<file path="src/htw_pkg.sv">
// package for the hierarchical timer wheel core
// shared types, operation codes and default sizes; no dependencies
`default_nettype none
package htw_pkg;

  localparam int NUM_TIMERS_DEF = 32;
  localparam int SLOT_BITS_DEF  = 8;
  localparam int ID_W           = 5;
  localparam int TIME_W         = 32;

  typedef enum logic [1:0] {
    OP_TICK    = 2'd0,
    OP_START   = 2'd1,
    OP_RESTART = 2'd2,
    OP_STOP    = 2'd3
  } op_t;

  typedef enum logic [2:0] {
    ST_IDLE,
    ST_CAS1,
    ST_CAS2,
    ST_EXP,
    ST_REPORT
  } state_t;

  typedef enum logic [2:0] {
    C_NONE,
    C_ARM,
    C_STOP,
    C_CAS,
    C_EXP
  } cell_op_t;

  typedef struct packed {
    cell_op_t   op;
    logic [1:0] level;
    logic       shift;
  } cell_cmd_t;

endpackage
`default_nettype wire

</file>
<file path="src/htw_cell.sv">
// one timer of the pool: its schedule state and one stage of the report chain
// depends on htw_pkg
`default_nettype none
module htw_cell #(
  parameter int SLOT_BITS = htw_pkg::SLOT_BITS_DEF
) (
  input  wire logic                          clk,
  input  wire logic                          rst,
  input  wire htw_pkg::cell_cmd_t            cmd,
  input  wire logic                          sel,
  input  wire logic [htw_pkg::TIME_W-1:0]    tick,
  input  wire logic [SLOT_BITS-1:0]          slot_idx,
  input  wire logic [htw_pkg::TIME_W-1:0]    arm_delay,
  input  wire logic [htw_pkg::TIME_W-1:0]    arm_period,
  input  wire logic                          nbr_due,
  input  wire logic                          nbr_rearm,
  output logic                               due_sr,
  output logic                               rearm_sr
);

  localparam int TW = htw_pkg::TIME_W;

  logic              armed;
  logic [TW-1:0]     expire;
  logic [TW-1:0]     period;
  logic [1:0]        level;
  logic [SLOT_BITS-1:0] slot;

  logic [TW-1:0]     pl_dly;
  logic [TW-1:0]     pl_epoch;
  logic [1:0]        pl_lvl;
  logic [SLOT_BITS-1:0] pl_slot;
  logic              hit;

  // delay the timer is placed with, by command
  always_comb begin
    case (cmd.op)
      htw_pkg::C_ARM: pl_dly = (arm_delay == '0) ? TW'(1) : arm_delay;
      htw_pkg::C_CAS: pl_dly = expire - tick;
      default:        pl_dly = period;
    endcase
  end

  // level by delay range, slot from expiry epoch at that level
  always_comb begin
    pl_epoch = tick + pl_dly;
    if ((pl_dly >> SLOT_BITS) == '0)           pl_lvl = 2'd0;
    else if ((pl_dly >> (2 * SLOT_BITS)) == '0) pl_lvl = 2'd1;
    else if ((pl_dly >> (3 * SLOT_BITS)) == '0) pl_lvl = 2'd2;
    else                                        pl_lvl = 2'd0;
    case (pl_lvl)
      2'd1:    pl_slot = SLOT_BITS'(pl_epoch >> SLOT_BITS);
      2'd2:    pl_slot = SLOT_BITS'(pl_epoch >> (2 * SLOT_BITS));
      default: pl_slot = SLOT_BITS'(pl_epoch);
    endcase
  end

  assign hit = armed && (level == cmd.level) && (slot == slot_idx);

  always_ff @(posedge clk) begin
    if (rst) begin
      armed    <= 1'b0;
      due_sr   <= 1'b0;
      rearm_sr <= 1'b0;
    end else begin
      case (cmd.op)
        htw_pkg::C_ARM: if (sel) begin
          period <= arm_period;
          expire <= pl_epoch;
          level  <= pl_lvl;
          slot   <= pl_slot;
          armed  <= 1'b1;
        end
        htw_pkg::C_STOP: if (sel) armed <= 1'b0;
        htw_pkg::C_CAS: if (hit) begin
          expire <= pl_epoch;
          level  <= pl_lvl;
          slot   <= pl_slot;
        end
        htw_pkg::C_EXP: begin
          due_sr   <= hit;
          rearm_sr <= (period != '0);
          if (hit) begin
            if (period != '0) begin
              expire <= pl_epoch;
              level  <= pl_lvl;
              slot   <= pl_slot;
            end else begin
              armed <= 1'b0;
            end
          end
        end
        default: ;
      endcase
      if (cmd.shift) begin
        due_sr   <= nbr_due;
        rearm_sr <= nbr_rearm;
      end
    end
  end

endmodule
`default_nettype wire

</file>
<file path="config.mk">
export PLATFORM = sky130hd
export DESIGN_NAME = htw_cell
export DESIGN_NICKNAME = d
export VERILOG_FILES = /design/src/htw_pkg.sv /design/src/htw_cell.sv
export SDC_FILE = /design/constraint.sdc
export NUM_CORES = 1
export LEC_CHECK = 0
export BUFFER_PORTS_ARGS = -buffer_cell sky130_fd_sc_hd__buf_2
export CAP_MARGIN = 40
export CORE_MARGIN = 3
export CORE_UTILIZATION = 40
export DETAILED_ROUTE_END_ITERATION = 7
export PLACE_DENSITY = 0.57
export SLEW_MARGIN = 5
export SYNTH_ARGS = -nofsm -noshare
export SYNTH_HDL_FRONTEND = slang
export SYNTH_SLANG_ARGS = --single-unit
</file>
<file path="constraint.sdc">
create_clock -name clk -period 15.4 [get_ports clk]
set_clock_uncertainty 0.1 [all_clocks]
set_input_delay 3.08 -clock clk [delete_from_list [all_inputs] [get_ports clk]]
set_output_delay 3.08 -clock clk [all_outputs]
set_load 0.05 [all_outputs]
</file>
* Word-level counts from Yosys, hierarchy flattened *
Cells that the tools add are included.
Widths: inputs -> output; s select.

cells by class
  reductions and logical operators = 13
  equality and inequality tests = 14
  bitwise operators = 1
  add/subtract/negate cells = 2
  mux-type cells = 30

operators by type and width
  cell                count
  $mux 32             5
  $logic_not 32->1    4
  $pmux 32 s3         1
  $pmux 32 s2         1
  $add 32x32->32      1
  $mux 8              4
  $reduce_bool 32->1  1
  $sub 32x32->32      1
  $pmux 8 s3          1
  $pmux 8 s2          1
  $mux 2              7
  $ne 2x2->1 const B  6
  $eq 8x8->1          1
  $mux 1              8
  $eq 3x2->1 const B  2
  $pmux 2 s3          1
  $reduce_and 6->1    1
  $reduce_bool 3->1   2
  $reduce_and 5->1    1
  $eq 3x1->1 const B  1
  $eq 3x3->1 const B  1
  $pmux 1 s3          1
  $reduce_and 3->1    1
  $eq 2x1->1 const B  1
  5 further kinds     6

word-level totals
  output and inout port bits = 2
  register bits = 77

* Longest topological paths before layout *
  depth after elaboration = 12
  depth in mapped cells = 23

* Worst setup path after synthesis *
No wires, ideal clock.

  path kind = input port to flip-flop
  from = input port cmd[4] (netlist name)
  to = register period[0], enable pin
  arrival = 7.429 ns
  setup slack = 7.359 ns
  library setup time = 0.513 ns
  required time = 14.787 ns
  cell stages on the path = 5
  buffers on the path = 4
  cell sequence = clkbuf_1 -> buf_1 -> clkbuf_1 -> buf_1 -> nor4b_1

between the ends
  word-level cells in the longest chain between the ends = 2

ends and longest elaborated chain
  element                            RTL line        source
  start, declared                    htw_cell.sv:9   input wire htw_pkg::cell_cmd_t cmd,
  $eq 3x1->1                         htw_cell.sv:66  case (cmd.op)
  $reduce_and 3->1 (no source line)  --
  end signal, assigned               htw_cell.sv:68  period <= arm_period;
  end, declared                      htw_cell.sv:25  logic [TW-1:0] period;

Every way passes these cells.
A chain may end at the register's enable or synchronous reset.

* Worst setup path in the final report *
  from = input port tick[12] (netlist name)
  to = register expire[30] (data pin)

between the ends
  word-level cells in the longest chain between the ends = 6
  elaborated cells on any way between the ends = 8

ends and longest elaborated chain
  element               RTL line        source
  start, declared       htw_cell.sv:11  input wire logic [htw_pkg::TIME_W-1:0] tick,
  $sub 32x32->32        htw_cell.sv:39  htw_pkg::C_CAS: pl_dly = expire - tick;
  $pmux 32 s2           htw_cell.sv:37  case (cmd.op)
  $add 32x32->32 *      htw_cell.sv:46  pl_epoch = tick + pl_dly;
  via pl_epoch[30]      htw_cell.sv:30  logic [TW-1:0] pl_epoch;
  $mux 32               htw_cell.sv:84  if (period != '0) begin
  $mux 32               htw_cell.sv:83  if (hit) begin
  $pmux 32 s3 *         htw_cell.sv:66
  end signal, assigned  htw_cell.sv:69  expire <= pl_epoch;
  end signal, assigned  htw_cell.sv:76  expire <= pl_epoch;
  end signal, assigned  htw_cell.sv:85  expire <= pl_epoch;
  end, declared         htw_cell.sv:24  logic [TW-1:0] expire;

Mark *: on every way through the listed nets, which the timed path passes. The rest lies on a longest branch. The select of a mux whose other input is x is not followed.

==> results_dict.tcl <==
set metrics [dict create \
    avgSynthCellArea_um2 8.92 \
    cts_buffer_depth 2 \
    synthesis.nets 954 \
    cts_tree "done" \
    root_buffer "clkbuf_16" \
    async_flop_share 0 \
    path_cells "buf_2 -> inv_1 -> ha_1 -> a21oi_1 -> o21ai_0 -> a221o_1 -> a21oi_1 -> o21ai_0 -> xor2_1 -> nand2_1 -> a31oi_1 -> ha_1 -> a21oi_1 -> nor2b_1 -> nor2_1 -> o21ai_0 -> a21o_1 -> a21oi_1 -> o21ai_0 -> a31oi_1 -> nor2_1 -> or3_1 -> xor2_1" \
    worstSetupEndpointType "flop" \
    wl_mm 20.6 \
    grt_use_total 0.219 \
    pin_count 117 \
    rsz0062_at_grt "no" \
    portBuffers 116 \
    area_growth_pct 16.2 \
    h-tree-depth 3 \
    wire_per_inst_um 18.6 \
    fin_tns_setup_ns 0 \
    die_w_um 137 \
    yosys.area.top_type "edfxtp_1" \
    via_per_inst 5.68 \
    leakage_nw 3.44 \
    crit_required_ns 15.40 \
    fin_crit_sh 0.503 \
    peakVddDrop_uv 44.6 \
    die_h_um 137 \
    nets 1061 \
    grt_max_degree 57 \
    crit_type "in2reg" \
    drive_gt1_frac 0.170 \
    antenna_found_initial 0 \
    cts_made_buffers 9 \
    critPathMaxStageDelay_ns 0.38 \
    synth_cells 774 \
    clk_latency_ns 0.35 \
    max_cap_viol_count 0 \
    instances_no_fill 1106 \
    cts_sinks 77 \
    hold_slack_ns 0.445 \
    dpl.cell_count 1090 \
    synth_warnings 0 \
    drv_slew 0 \
    ys_types 67 \
    dieArea_um2 18900 \
    final_cell_mix "117 x buf_2, 74 x edfxtp_1, 65 x nand2_1" \
    synth_edf_count 74 \
    hold_viol 0 \
    ys_seq_area_frac 0.331 \
    finalSetupViolCount 0 \
    num_vias 6283 \
    postCtsSetupBuffers 0 \
    worst_slew_pin_slew_ns 0.931 \
    hold_buffers 0 \
    outcome "complete, no violations" \
    grt_overflow 0 \
    cp_slowest_cell "ha_1" \
    diodes 0 \
    fmax_ghz 0.129 \
    path_clk_slew_ns 0.06 \
    path_max_fanout 6 \
    rows 47 \
    drt-pass1-iter-count 6 \
    relSlewSlack 0.374 \
    drcViolationCount 0 \
    grt_pass1_wl_mm 31.6 \
    first_iter_violations 521 \
    ys_ff_latch 77 \
    synthFlopType "edfxtp_1" \
    worst-endpoint-arrival_ns 7.75 \
    floorplan.initialDensity 0.412 \
    coreArea_um2 16800 \
    crit_path_start_kind "input pin" \
    hold_class "reg2reg" \
    synth_top_cell_area_share 0.322 \
    place.gp.congestion 0.970 \
    final_common_cell "buf_2" \
    synth.cell_area_um2 6900 \
    powerDensity_nw_per_um2 84.9 \
    ctsResizeCount 0 \
    yosys-top-cells-area "edfxtp_1 32%, ha_1 11%, xnor2_1 6.0%" \
    final_antenna_net_count 0 \
    grt_pass1_vias 5843 \
    fin_crit_ns 7.75 \
    dp_hpwl_mm 16.8 \
]
final cells by class:
cell class,instances,area (um2)
Clock inverter,6,87.6
Sequential cell,77,2280
Inverter,54,203
Clock buffer,10,229
Tap cell,220,275
Timing Repair Buffer,122,623
Fill cell,1651,8740
Multi-Input combinational cell,617,4320
cell families after synthesis:
group / synth area share
AO/OA/AOI/OAI: 0.221
XOR/XNOR: 0.0836
adder cells (fa/ha/maj): 0.120
buffers and inverters: 0.0453
flip-flops: 0.331
multiplexers: 0.0234
AND/OR/NAND/NOR: 0.176
sequential cells by signal, indices dropped and copies added (netlist names):
name,count
slot,8
expire,32
rearm_sr,1
due_sr,1
armed,1
period,32
level,2
per-layer routing:
layer,vias to the layer above,GRT usage,wire [um]
li1,3108,-,-
met4,0,0.0532,289
met2,262,0.311,8400
met5,-,0,0
met1,2895,0.338,10200
met3,18,0.0449,1680
power breakdown:
| part | switching [mW] | internal, mW | leakage (nW) | total [mW] |
|---|---|---|---|---|
| sequential | 0.00346 | 0.243 | 0.693 | 0.246 |
| clock | 0.0859 | 0.142 | 0.145 | 0.227 |
| combinational | 0.121 | 0.0865 | 2.61 | 0.207 |
cells in the mapped netlist (5+ instances only):
cell type  number
inv_1          54
o21bai_1        9
a21o_1         35
xor2_1         17
and3_1          6
mux2i_1        15
nor2_1         44
clkbuf_1       18
and2_1          6
nor3_1         12
nand2b_1       15
or3_1           5
nand3_1        17
nand4_1        20
xnor2_1        47
nor2b_1         8
a211oi_1        8
nand2_1        65
o22ai_1         5
a21oi_1        56
a31oi_1        12
ha_1           63
nor4_1         19
o21ai_1         6
nand3b_1        5
o21ai_0        46
o21a_1         11
a22oi_1         5
edfxtp_1       74
path summary, 6_finish.rpt:
| check | startpoint | endpoint | slack [ns] | cells after the start |
|---|---|---|---|---|
| worst max-delay path | tick[12] | expire[30]$_DFFE_PP_ | 7.65 | 23 |
| worst min-delay path | armed$_SDFFE_PP0P_ | armed$_SDFFE_PP0P_ | 0.45 | 2 |
| worst max register to register | expire[6]$_DFFE_PP_ | expire[30]$_DFFE_PP_ | 10.09 | 21 |
| worst min register to register | armed$_SDFFE_PP0P_ | armed$_SDFFE_PP0P_ | 0.45 | 2 |
critical path: cells and delay by family:
kind,cells,cell delay (ns)
simple gates,5,0.66
compound gates,12,2.76
xor+xnor,2,0.33
buf+inv,2,0.18
fa+ha+maj,2,0.74
stage by stage:
step                setup WS (ns)  total power [mW]   util  instance area [um2]
CTS                          7.73             0.681  0.479                 8020
global placement             7.35             0.454  0.459                 7700
detailed placement           7.38             0.454  0.460                 7700
floorplan                    7.36             0.392      -                 6900
global route                 7.32             0.714  0.479                 8020
finish                       7.65             0.681  0.479                 8020
Power figures use the tool's default switching activity.
